`config.mk`:
```
export PLATFORM = sky130hd
export DESIGN_NAME = emt_ram
export DESIGN_NICKNAME = d
export VERILOG_FILES = /design/src/rtl/emt_ram.sv
export SDC_FILE = /design/constraint.sdc
export NUM_CORES = 1
export LEC_CHECK = 0
export CORE_MARGIN = 2
export CORE_UTILIZATION = 55
export DETAILED_ROUTE_END_ITERATION = 7
export DONT_BUFFER_PORTS = 1
export GPL_TIMING_DRIVEN = 0
export HOLD_SLACK_MARGIN = 0.12
export PLACE_DENSITY_LB_ADDON = 0.15
export SLEW_MARGIN = 15
export SYNTH_ARGS = -nofsm -noshare
export SYNTH_HDL_FRONTEND = slang
export SYNTH_SLANG_ARGS = --single-unit
export TNS_END_PERCENT = 50
```
`constraint.sdc`:
```
create_clock -name clk -period 2.3 [get_ports clk]
set_clock_uncertainty 0.2 [all_clocks]
set_input_delay 0.23 -clock clk [delete_from_list [all_inputs] [get_ports clk]]
set_output_delay 0.23 -clock clk [all_outputs]
set_load 0.02 [all_outputs]
```
`src/rtl/emt_ram.sv`:
```
`timescale 1ns / 1ps
// generic simple dual-port ram, one write port, one registered read port
// no dependencies
module emt_ram #(
    parameter int WIDTH = 8,
    parameter int DEPTH = 16
) (
    input  logic                     clk,
    input  logic                     we,
    input  logic [$clog2(DEPTH)-1:0] waddr,
    input  logic [WIDTH-1:0]         wdata,
    input  logic                     re,
    input  logic [$clog2(DEPTH)-1:0] raddr,
    output logic [WIDTH-1:0]         rdata
);
    logic [WIDTH-1:0] mem [DEPTH];

    always_ff @(posedge clk)
    begin
        if (we)
        begin
            mem[waddr] <= wdata;
        end
        if (re)
        begin
            rdata <= mem[raddr];
        end
    end
endmodule

```
==> flow_metrics.py <==
metrics = {
    "sta": {
        "finalHoldViolCount": 0,
        "grt_setup_unrepaired": "false",
        "period_share_pct": 93.3,
        "tns_ns": 0,
        "max_freq_mhz": 466,
        "setup_violations": 0,
        "timing.final.max_slew_violations": 0,
        "worstMarginPinSlew_ns": 0.808,
        "period_needed_ns": 2.15,
        "slew_headroom_pct": 45.8,
    },
    "floorplanning": {
        "die_w_um": 101,
        "die_h_um": 101,
        "dieArea_mm2": 0.0103,
        "rows": 35,
        "io_pins": 27,
        "coreArea_mm2": 0.00924,
        "initial_core_util_pct": 56.6,
    },
    "power_and_ir_drop": {
        "p_leak_nw": 2.03,
        "power.density_mw_per_mm2": 929,
        "irDropWorstVdd_mv": 0.535,
    },
    "logic_synthesis": {
        "ys.warnings.count": 0,
        "synthCells": 229,
        "synth_top_cell_area_share_pct": 78.1,
        "synth.ff_latch_count": 136,
        "synth_top_area_cell": "edfxtp_1",
        "netlist_top_cells_area": "edfxtp_1 (78%), mux4_2 (7.8%), mux4_1 (7.0%), a22oi_1 (2.3%), nor2_1 (0.93%)",
        "syn-num-nets": 248,
        "syn_avg_cell_area_um2": 22.8,
        "ys_seq_area_share_pct": 78.1,
        "synth_cell_types": 18,
        "syn_area_mm2": 0.00523,
    },
    "detailed_routing": {
        "firstDrtPassIters": 4,
        "drt_iter0_drc": 231,
        "routedWlPerCell_um": 23.3,
        "drc": 0,
        "wirelength_mm": 9.53,
        "route.vias.total": 2350,
        "drtAntennaViolNets": 0,
        "via_per_inst": 5.73,
    },
    "layout": {
        "final_nets": 287,
        "drive_gt1_share_pct": 22.4,
        "fin_util_pct": 67.2,
        "area_growth_syn_to_layout_pct": 18.8,
        "diodes": 0,
    },
    "clock_tree": {
        "cts_tree": "done",
        "clock_latency_ns": 0.51,
        "clock-sinks": 136,
        "cts_max_level": 4,
        "cts_root_buf": "clkbuf_8",
        "cts_resized": 0,
        "path_clk_slew_ns": 0.06,
        "cts_setup_buffers": 0,
        "cts_buffer_depth": 2,
        "cts-buffers-inserted": 17,
    },
    "worst_hold_path": {
        "hp-class": "input pin to flop",
    },
    "setup_path": {
        "critPathKind": "input pin to flop",
        "critPathMaxFanout": 8,
        "worst_ep_required_time_ns": 2.24,
        "critPathCaptureType": "flop",
        "worstPathArrival_ns": 2.09,
        "cp-start-kind": "input pin",
    },
    "flow_run": {
        "drv_cap": 0,
    },
    "placed_design": {
        "dp_hpwl_mm": 5.81,
        "portBuffers": 0,
        "routabilityCongestion": 0.722,
    },
    "grt": {
        "grt_max_degree": 17,
        "grt_usage_pct": 21.0,
        "gr-total-overflow": 0,
        "grt_pass1_vias": 2403,
        "grt_pass1_wl_mm": 14.5,
        "antenna_found_initial": 0,
    },
    "status": {
        "outcome": "finished clean",
    },
}
path summary, 6_finish.rpt:
kind,startpoint,endpoint,slack (ns),cells after the start
worst max-delay path,waddr[2],mem[4][3]$_DFFE_PP_,0.15,4
worst min-delay path,we,mem[5][3]$_DFFE_PP_,0.11,2
worst max register to register,mem[6][1]$_DFFE_PP_,rdata[1]$_DFFE_PP_,0.53,3
worst min register to register,mem[8][1]$_DFFE_PP_,rdata[1]$_DFFE_PP_,0.56,3
power breakdown:
group	switching [mW]	total, mW	internal, mW
clock	0.941	2.69	1.75
sequential	0.0278	2.82	2.80
combinational	0.148	0.260	0.112
total	1.12	5.77	4.65
cell families after synthesis:
group           after synthesis  share of synthesized area, %
mux                          32                          14.8
simple gates                 35                          3.14
buf+inv                      10                          1.65
compound gates               16                          2.30
flops                       136                          78.1
layout by cell type, fill, tap and decap left out, drive strengths merged:
cell	n
nand3	1
nor2b	1
nor2	13
and2	1
nand2	9
a22oi	16
nor3	4
bufinv	4
or3b	1
clkdlybuf4s25	3
dlygate4sd3	20
buf	7
nand2b	2
clkinv	8
clkinvlp	2
and2b	1
clkbuf	18
edfxtp	136
nand3b	2
mux4	32
per-layer routing:
layer / wire length, µm / GRT usage (%) / vias to the layer above / part of all wire (%)
li1: - / - / 1061 / -
met1: 4000 / 29.6 / 1192 / 42
met2: 4700 / 31.2 / 87 / 49
met3: 671 / 5.73 / 10 / 7.0
met4: 159 / 9.77 / 0 / 1.7
met5: 0 / 0 / - / 0
cell usage after synthesis:
library cell	number
nand3_1	1
nand2_1	9
nor3_1	4
mux4_1	14
a22oi_1	16
nor2_1	13
nor2b_1	1
edfxtp_1	136
and2_1	1
buf_6	3
nand3b_1	2
or3b_2	1
buf_2	3
nand2b_1	2
mux4_2	18
clkdlybuf4s25_2	3
buf_4	1
and2b_1	1
sequential cells by signal, indices dropped and copies added, names as in the netlist:
signal,flops
mem,128
rdata,8
what timing repair did:
item	4_1_cts	5_1_grt
hold endpoints to repair	270	8
hold buffers	18	2
endpoints found under the setup margin	0	0
stage by stage:
step / power, mW / worst slack [ns] / hold WS (ns) / area, µm² / std cells
2_1_floorplan: 3.01 / 0.377 / 0.129 / 5230 / 229
3_3_place_gp: 3.06 / -0.0534 / 0.130 / 5390 / 358
3_5_place_dp: 3.07 / 0.307 / 0.130 / 5400 / 358
4_1_cts: 5.80 / 0.267 / 0.126 / 6180 / 408
5_1_grt: 5.96 / 0.0243 / 0.154 / 6210 / 410
6_report: 5.77 / 0.155 / 0.109 / 6210 / 410
cell type report:
class                      instances  area, µm²
buffer                            10       86.3
clock buffer                      18        418
clock inverter                    14        181
fill                             570       3030
multi-input combinational         83       1080
sequential                       136       4080
tap                              129        161
timing repair buffer              20        200
critical path: stages:
cell and delay [ns]:
dlygate4sd3_1 0.52, nand3b_1 0.17, dlygate4sd3_1 0.64, nor3_2 0.52
Power figures use the tool's default switching activity.
