$ cat src/rtl/emt_pkg.sv
`timescale 1ns / 1ps
// shared types and constants of the extent map translate/update block
// no dependencies
package emt_pkg;

    localparam int MAX_EXTENTS = 64;
    localparam int IDX_W       = $clog2(MAX_EXTENTS);
    localparam int CNT_W       = IDX_W + 1;

    localparam logic [47:0] RESET_IMAGE_LEN = 48'd1073741824;
    localparam logic [47:0] U32_TOP         = 48'h0000_FFFF_FFFF;

    localparam logic OP_LOOKUP = 1'b0;
    localparam logic OP_MAP    = 1'b1;

    localparam logic [1:0] ST_OK      = 2'd0;
    localparam logic [1:0] ST_PAST    = 2'd1;
    localparam logic [1:0] ST_CORRUPT = 2'd2;
    localparam logic [1:0] ST_FULL    = 2'd3;

    typedef struct packed {
        logic [47:0] base;
        logic [47:0] seq;
        logic [31:0] off;
        logic [47:0] len;
    } extent_t;

    localparam int ENTRY_W = $bits(extent_t);

    typedef struct packed {
        logic [47:0] start;
        logic [47:0] seq;
        logic [31:0] off;
        logic [47:0] len;
        logic        last;
        logic        corrupt;
    } frag_t;

endpackage

$ cat src/rtl/emt_frag.sv
`timescale 1ns / 1ps
// trims one extent against the remaining lookup range
// depends on emt_pkg
module emt_frag (
    input  emt_pkg::extent_t ent,
    input  logic [47:0]      cur,
    input  logic [47:0]      rem,
    input  logic             first,
    output emt_pkg::frag_t   frag
);
    import emt_pkg::*;

    logic [47:0] skip;
    logic        big;
    logic [47:0] avail;

    always_comb
    begin
        skip  = first ? (cur - ent.base) : 48'd0;
        big   = (skip >= U32_TOP);
        avail = (ent.len > skip) ? (ent.len - skip) : 48'd0;
        frag.start   = cur;
        frag.seq     = ent.seq;
        // a skip too large for the object offset keeps the stored offset
        frag.off     = big ? ent.off : (ent.off + skip[31:0]);
        frag.last    = (rem <= avail);
        frag.len     = (rem <= avail) ? rem : avail;
        frag.corrupt = (big && (ent.seq != 48'd0)) || (avail == 48'd0);
    end
endmodule

$ cat config.mk
export PLATFORM = sky130hd
export DESIGN_NAME = emt_frag
export DESIGN_NICKNAME = d
export VERILOG_FILES = /design/src/rtl/emt_pkg.sv /design/src/rtl/emt_frag.sv
export SDC_FILE = /design/constraint.sdc
export NUM_CORES = 1
export LEC_CHECK = 0
export ABC_AREA = 1
export BUFFER_PORTS_ARGS = -buffer_cell sky130_fd_sc_hd__buf_2
export CAP_MARGIN = 10
export CORE_AREA = 2 2 173 175
export DETAILED_ROUTE_END_ITERATION = 8
export DIE_AREA = 0 0 175 177
export MAX_ROUTING_LAYER = met4
export PLACE_DENSITY = 0.77
export SYNTH_ARGS = -nofsm -noshare
export SYNTH_HDL_FRONTEND = slang
export SYNTH_SLANG_ARGS = --single-unit
$ cat constraint.sdc
create_clock -name vclk -period 13.4
set_input_delay 2.01 -clock vclk [all_inputs]
set_output_delay 2.01 -clock vclk [all_outputs]
set_load 0.01 [all_outputs]
==> impl_metrics.json, run 1 <==
{
  "crit_slowest_cell": "a221oi_1",
  "worst_pin_slew_ps": 1020,
  "min_path_type": "in2out",
  "grt_pass1_vias": 16500,
  "synth_cell_types": 44,
  "viasPerCell": 5.12,
  "yosys-top-cells-count": "1,070 x nand2_1, 563 x inv_1, 259 x nor2_1, 177 x nand3_1, 175 x ha_1",
  "grt.total_usage_pct": 34.6,
  "ctsHoldBuffers": 0,
  "wl_mm": 55.1,
  "synth_top_cell_by_area": "nand2_1",
  "wl_per_cell_microns": 15.4,
  "synth_nets": 3310,
  "drtIter0Drc": 1542,
  "postCtsSetupRepairBufs": 0,
  "vias": 18300,
  "antenna_found_initial": 1,
  "area_growth_pct": 13.1,
  "dp_slack_ps": 1910,
  "cpPeakStageDelay_ps": 650,
  "p_clk_share_pct": 0,
  "startpoint_type": "primary input",
  "crit_buf_inv": 8,
  "period_minus_slack_ps": 11250,
  "syn_inst": 2859,
  "initial_core_util_pct": 48.4,
  "p_per_area_nw_per_um2": 69.4,
  "numPortBuffers": 451,
  "pwr-share-seq_pct": 0,
  "drt_first_pass_iters": 6,
  "cts_resized": 0,
  "power.leakage_nw": 10.4,
  "drive_gt1_share_pct": 16.5,
  "pin_count": 451,
  "fp-row-count": 63,
  "synth_top_area_share_pct": 28.4,
  "outcome": "finished clean",
  "grt_setup_unrepaired": "no",
  "grt_pass1_wl_mm": 83.3,
  "yosys_warnings": 0,
  "postSynthAreaPerCell_sq_um": 4.95,
  "grt-ovfl-total": 0,
  "drv_cap": 0,
  "regArea_sq_um": 0,
  "switching_share_pct": 65.4,
  "postLayoutCellArea_sq_um": 16000,
  "final_nets": 3638,
  "power.share.combinational_pct": 100.0,
  "drv_slew": 0,
  "yosysMostFrequentCell": "nand2_1",
  "ir_drop_uv": 47.4,
  "hpwl_mm": 49.9,
  "dieArea_sq_um": 31000,
  "p_sw_w": 0.000728,
  "core-area_sq_um": 29200,
  "synth-seq-area-share_pct": 0,
  "crit_family": "simple AND/OR/NAND/NOR gates",
  "max_slew_margin_pct": 32.2,
  "fin_setup_tns_ps": 0,
  "cp_max_fo": 97,
  "postRouteAntennaNets": 0,
  "arrival_ps": 9240,
  "fp.dieW_microns": 175,
  "grt_max_degree": 98,
  "cp-end-kind": "primary output",
  "crit_required_ps": 11390,
  "clkbuf_count": 0,
  "fin_ws_ps": 2150,
  "drcViolationCount": 0,
  "hold_violations": 0,
  "fmax_ghz": 0.0889,
  "die_h_microns": 177,
  "synth_area_sq_um": 14200,
  "place.gp.congestion": 0.997,
  "fin_crit_sh_pct": 84.0,
  "path_class": "in2out",
  "seq_cell_count": 0,
  "setup-violations-final": 0,
  "place_area_sq_um": 16000,
  "critical_path.most_common_cell": "nand2_1",
  "yosys-top-cells-area": "nand2_1 28%, ha_1 15%, inv_1 15%, nor2_1 6.9%, nand3_1 6.3%",
  "cell_internal_pwr_w": 0.000384
}
[through the flow]
step	power, W	hold slack [ps]	util (%)	cells
2_1_floorplan	0.000767	4110	-	2859
3_3_place_gp	0.00108	4220	54.8	3575
3_5_place_dp	0.00109	4220	54.8	3575
4_1_cts	0.00110	4220	54.8	3575
5_1_grt	0.00125	4230	54.8	3576
6_report	0.00111	4220	54.8	3576
[cell type report]
cell class                      instances  area, sq um
Antenna cell                            1         2.50
Fill cell                            3332        13200
Inverter                              572         2150
Multi-Input combinational cell       2161        11100
Tap cell                              390          488
Timing Repair Buffer                  452         2260
[worst paths after layout]
check	start	end	slack, ps	cells after the start
setup / recovery	cur[0]	frag[34]	2150	40
hold / removal	ent[94]	frag[96]	4220	2
[power by group through the flow]
stage	Clock [W]	Sequential [W]	Combinational, W
floorplan	0	0	0.000767
global placement	0	0	0.00108
detailed placement	0	0	0.00109
CTS	0	0	0.00110
global route	0.00000000000998	0	0.00125
finish	0.00000000000999	0	0.00111
[kinds of logic after synthesis]
logic type	count (synthesis)	share of synthesized area [%]
AOI/OAI and AO/OA	256	9.75
xor gates and xnor gates	45	2.78
adders and majority gates	178	15.9
buffers and inverters	698	21.5
and+or+nand+nor	1682	50.0
[routing by layer]
| metal | up-vias | wire length [microns] | GRT usage [%] | part of all wire (%) |
|---|---|---|---|---|
| met4 | 0 | 1680 | 9.34 | 3.0 |
| met1 | 8132 | 24300 | 44.0 | 44 |
| li1 | 9427 | - | - | - |
| met5 | - | 0 | - | 0 |
| met3 | 83 | 3550 | 1.40 | 6.4 |
| met2 | 682 | 25500 | 59.9 | 46 |
[layout by cell type (no fill, tap or decap), drive strengths merged, types with 32 or more instances in the layout]
| cell | n |
|---|---|
| nand2 | 1094 |
| buf | 452 |
| nand4 | 38 |
| nand3 | 189 |
| o21ai | 96 |
| nand3b | 32 |
| nor2 | 276 |
| ha | 175 |
| a21oi | 120 |
| inv | 571 |
(Power assumes the default switching activity.)
==> run 2, diff against run 1 <==
==> config.mk (replaced) <==
export PLATFORM = sky130hd
export DESIGN_NAME = emt_frag
export DESIGN_NICKNAME = d
export VERILOG_FILES = /design/src/rtl/emt_pkg.sv /design/src/rtl/emt_frag.sv
export SDC_FILE = /design/constraint.sdc
export NUM_CORES = 1
export LEC_CHECK = 0
export ABC_AREA = 0
export BUFFER_PORTS_ARGS = -buffer_cell sky130_fd_sc_hd__buf_2
export CAP_MARGIN = 10
export CORE_AREA = 2 2 176 178
export DETAILED_ROUTE_END_ITERATION = 8
export DIE_AREA = 0 0 178 180
export MAX_ROUTING_LAYER = met4
export PLACE_DENSITY = 0.66
export SYNTH_ARGS = -nofsm -noshare
export SYNTH_HDL_FRONTEND = slang
export SYNTH_SLANG_ARGS = --single-unit
==> constraint.sdc (replaced) <==
create_clock -name vclk -period 9.8
set_input_delay 1.47 -clock vclk [all_inputs]
set_output_delay 1.47 -clock vclk [all_outputs]
set_load 0.01 [all_outputs]
==> run 2 against run 1 <==
The run now ends with setup timing left; global-route usage decreased by 5.7 points; utilization fell by 0.19 points; wire length down 13%; worst setup slack lost 2400 ps.
==> impl_metrics.json, run 2 <==
{
  "wl_met3_mm": 2.10,
  "drive_gt1_share_pct": 42.6,
  "power.leakage_nw": 8.84,
  "synth_area_sq_um": 11000,
  "initial_core_util_pct": 36.6,
  "yosys-top-cells-count": "175 x ha_1, 161 x inv_1, 144 x nand2_1, 125 x a21oi_1, 96 x buf_4",
  "synth_top_area_share_pct": 19.8,
  "fmax_ghz": 0.0998,
  "vias": 14000,
  "synth_nets": 2041,
  "place.gp.congestion": 0.951,
  "final_common_cell": "buf_2",
  "grt_pass1_wl_mm": 71.7,
  "grt.total_usage_pct": 28.8,
  "yosys-top-cells-area": "ha_1 20%, buf_4 6.5%, a21oi_1 5.7%, inv_1 5.5%, nand2_1 4.9%",
  "fp-row-count": 64,
  "drt_first_pass_iters": 5,
  "cp-end-kind": "primary output",
  "place_area_sq_um": 15700,
  "hpwl_mm": 42.8,
  "drcViolationCount": 0,
  "drv_cap": 0,
  "p_per_area_nw_per_um2": 128,
  "worst_pin_slew_ps": 812,
  "antenna_found_initial": 7,
  "wl_met2_mm": 25.4,
  "crit_slowest_cell": "or3b_4",
  "setup-violations-final": 48,
  "arrival_ps": 8550,
  "dp_slack_ps": -722,
  "period_minus_slack_ps": 10020,
  "fin_setup_tns_ps": -6270,
  "top_layer_used": "met4",
  "max_slew_margin_pct": 45.6,
  "path_class": "in2out",
  "yosysMostFrequentCell": "ha_1",
  "synth-seq-area-share_pct": 0,
  "min_path_type": "in2out",
  "ctsHoldBuffers": 0,
  "yosys_warnings": 0,
  "cpPeakStageDelay_ps": 410,
  "fp.dieW_microns": 178,
  "critical_path.most_common_cell": "a21o_1",
  "regArea_sq_um": 0,
  "drt-met1-wl_mm": 19.0,
  "drv_slew": 0,
  "viasPerCell": 5.22,
  "synth_top_cell_by_area": "ha_1",
  "core-area_sq_um": 30200,
  "postRouteAntennaNets": 0,
  "area_growth_pct": 49.2,
  "cp_max_fo": 7,
  "numPortBuffers": 451,
  "fin_crit_sh_pct": 102,
  "clkbuf_count": 0,
  "mostFrequentLayoutCells": "444 x buf_2, 365 x buf_4, 162 x ha_1",
  "syn_inst": 1590,
  "wl_per_cell_microns": 17.8,
  "hold_violations": 0,
  "postLayoutCellArea_sq_um": 16500,
  "wl_mm": 47.8,
  "grt_max_degree": 23,
  "postSynthAreaPerCell_sq_um": 6.95,
  "ir_drop_uv": 46.1,
  "violations": "setup timing",
  "grt_pass1_vias": 13700,
  "die_h_microns": 180,
  "startpoint_type": "primary input",
  "drtIter0Drc": 663,
  "grt-ovfl-total": 0,
  "seq_cell_count": 0,
  "grt_setup_unrepaired": "yes",
  "dieArea_sq_um": 32000,
  "synth_cell_types": 83,
  "pin_count": 451,
  "outcome": "complete, but fails checks",
  "crit_required_ps": 8330,
  "whs_path_depth": 2,
  "fin_ws_ps": -217,
  "final_nets": 2737
}
==> run 2: changes by cell type after synthesis, sizes merged, moves of 49 or more <==
cell	previous run	this run
nor2	276	82
nand3	189	37
mux2i	0	49
a21o	11	63
inv	571	161
nand2	1094	144
==> run 2: cells by family (layout without fill, tap and decap cells) <==
| logic type | after synthesis | in the layout | synth area share, % |
|---|---|---|---|
| buf+inv | 300 | 994 | 13.7 |
| mux | 80 | 80 | 8.59 |
| compound gates | 454 | 454 | 27.4 |
| other cells | 0 | 6 | 0 |
| fa+ha+maj | 178 | 178 | 20.4 |
| xor+xnor | 109 | 109 | 8.64 |
| simple gates | 469 | 469 | 21.3 |
==> run 2: final cells by class <==
type,count,area (sq um)
Multi-Input combinational cell,1290,10100
Timing Repair Buffer,833,5270
Inverter,161,607
Fill cell,2994,13700
Tap cell,396,495
Antenna cell,6,15.0
==> run 2: timing repair <==
| item | in CTS | in global routing |
|---|---|---|
| endpoints found under the setup margin | 49 | 49 |
| gates resized for setup | 55 | 51 |
| pin swaps | 39 | 37 |
| gates cloned | 1 | 0 |
| setup buffers | 28 | 7 |
==> run 2: per-layer routing <==
layer	vias to the layer above	track usage [%]
li1	7059	-
met1	6467	31.6
met2	440	55.8
met3	57	1.37
met4	0	7.08
met5	-	-
==> run 2: power by group <==
part | leakage (nW) | internal, W | switching (W)
logic | 8.84 | 0.00106 | 0.00105
registers | 0 | 0 | 0
clock network | 0.0000380 | 0.0000000000825 | 0
==> run 2: worst paths after layout <==
check     start   endpoint  slack [ps]
min    ent[106]  frag[108]        3140
max    ent[129]   frag[37]        -220
==> run 2: through the flow <==
| step | utilization [%] | hold slack, ps | std cells | total power, W |
|---|---|---|---|---|
| 2_1_floorplan | - | 3020 | 1590 | 0.00113 |
| 3_3_place_gp | 52.1 | 3140 | 2646 | 0.00192 |
| 3_5_place_dp | 52.1 | 3140 | 2646 | 0.00194 |
| 6_report | 54.6 | 3140 | 2686 | 0.00211 |
| 5_1_grt | 54.6 | 3150 | 2686 | 0.00228 |
| 4_1_cts | 53.6 | 3140 | 2674 | 0.00205 |
==> run 2: worst max-delay path, delay by kind of cell <==
kind | cells | cell delay (ps)
fa+ha+maj | 3 | 790
compound gates | 20 | 3500
buf+inv | 8 | 920
simple gates | 8 | 1600
mux | 1 | 240
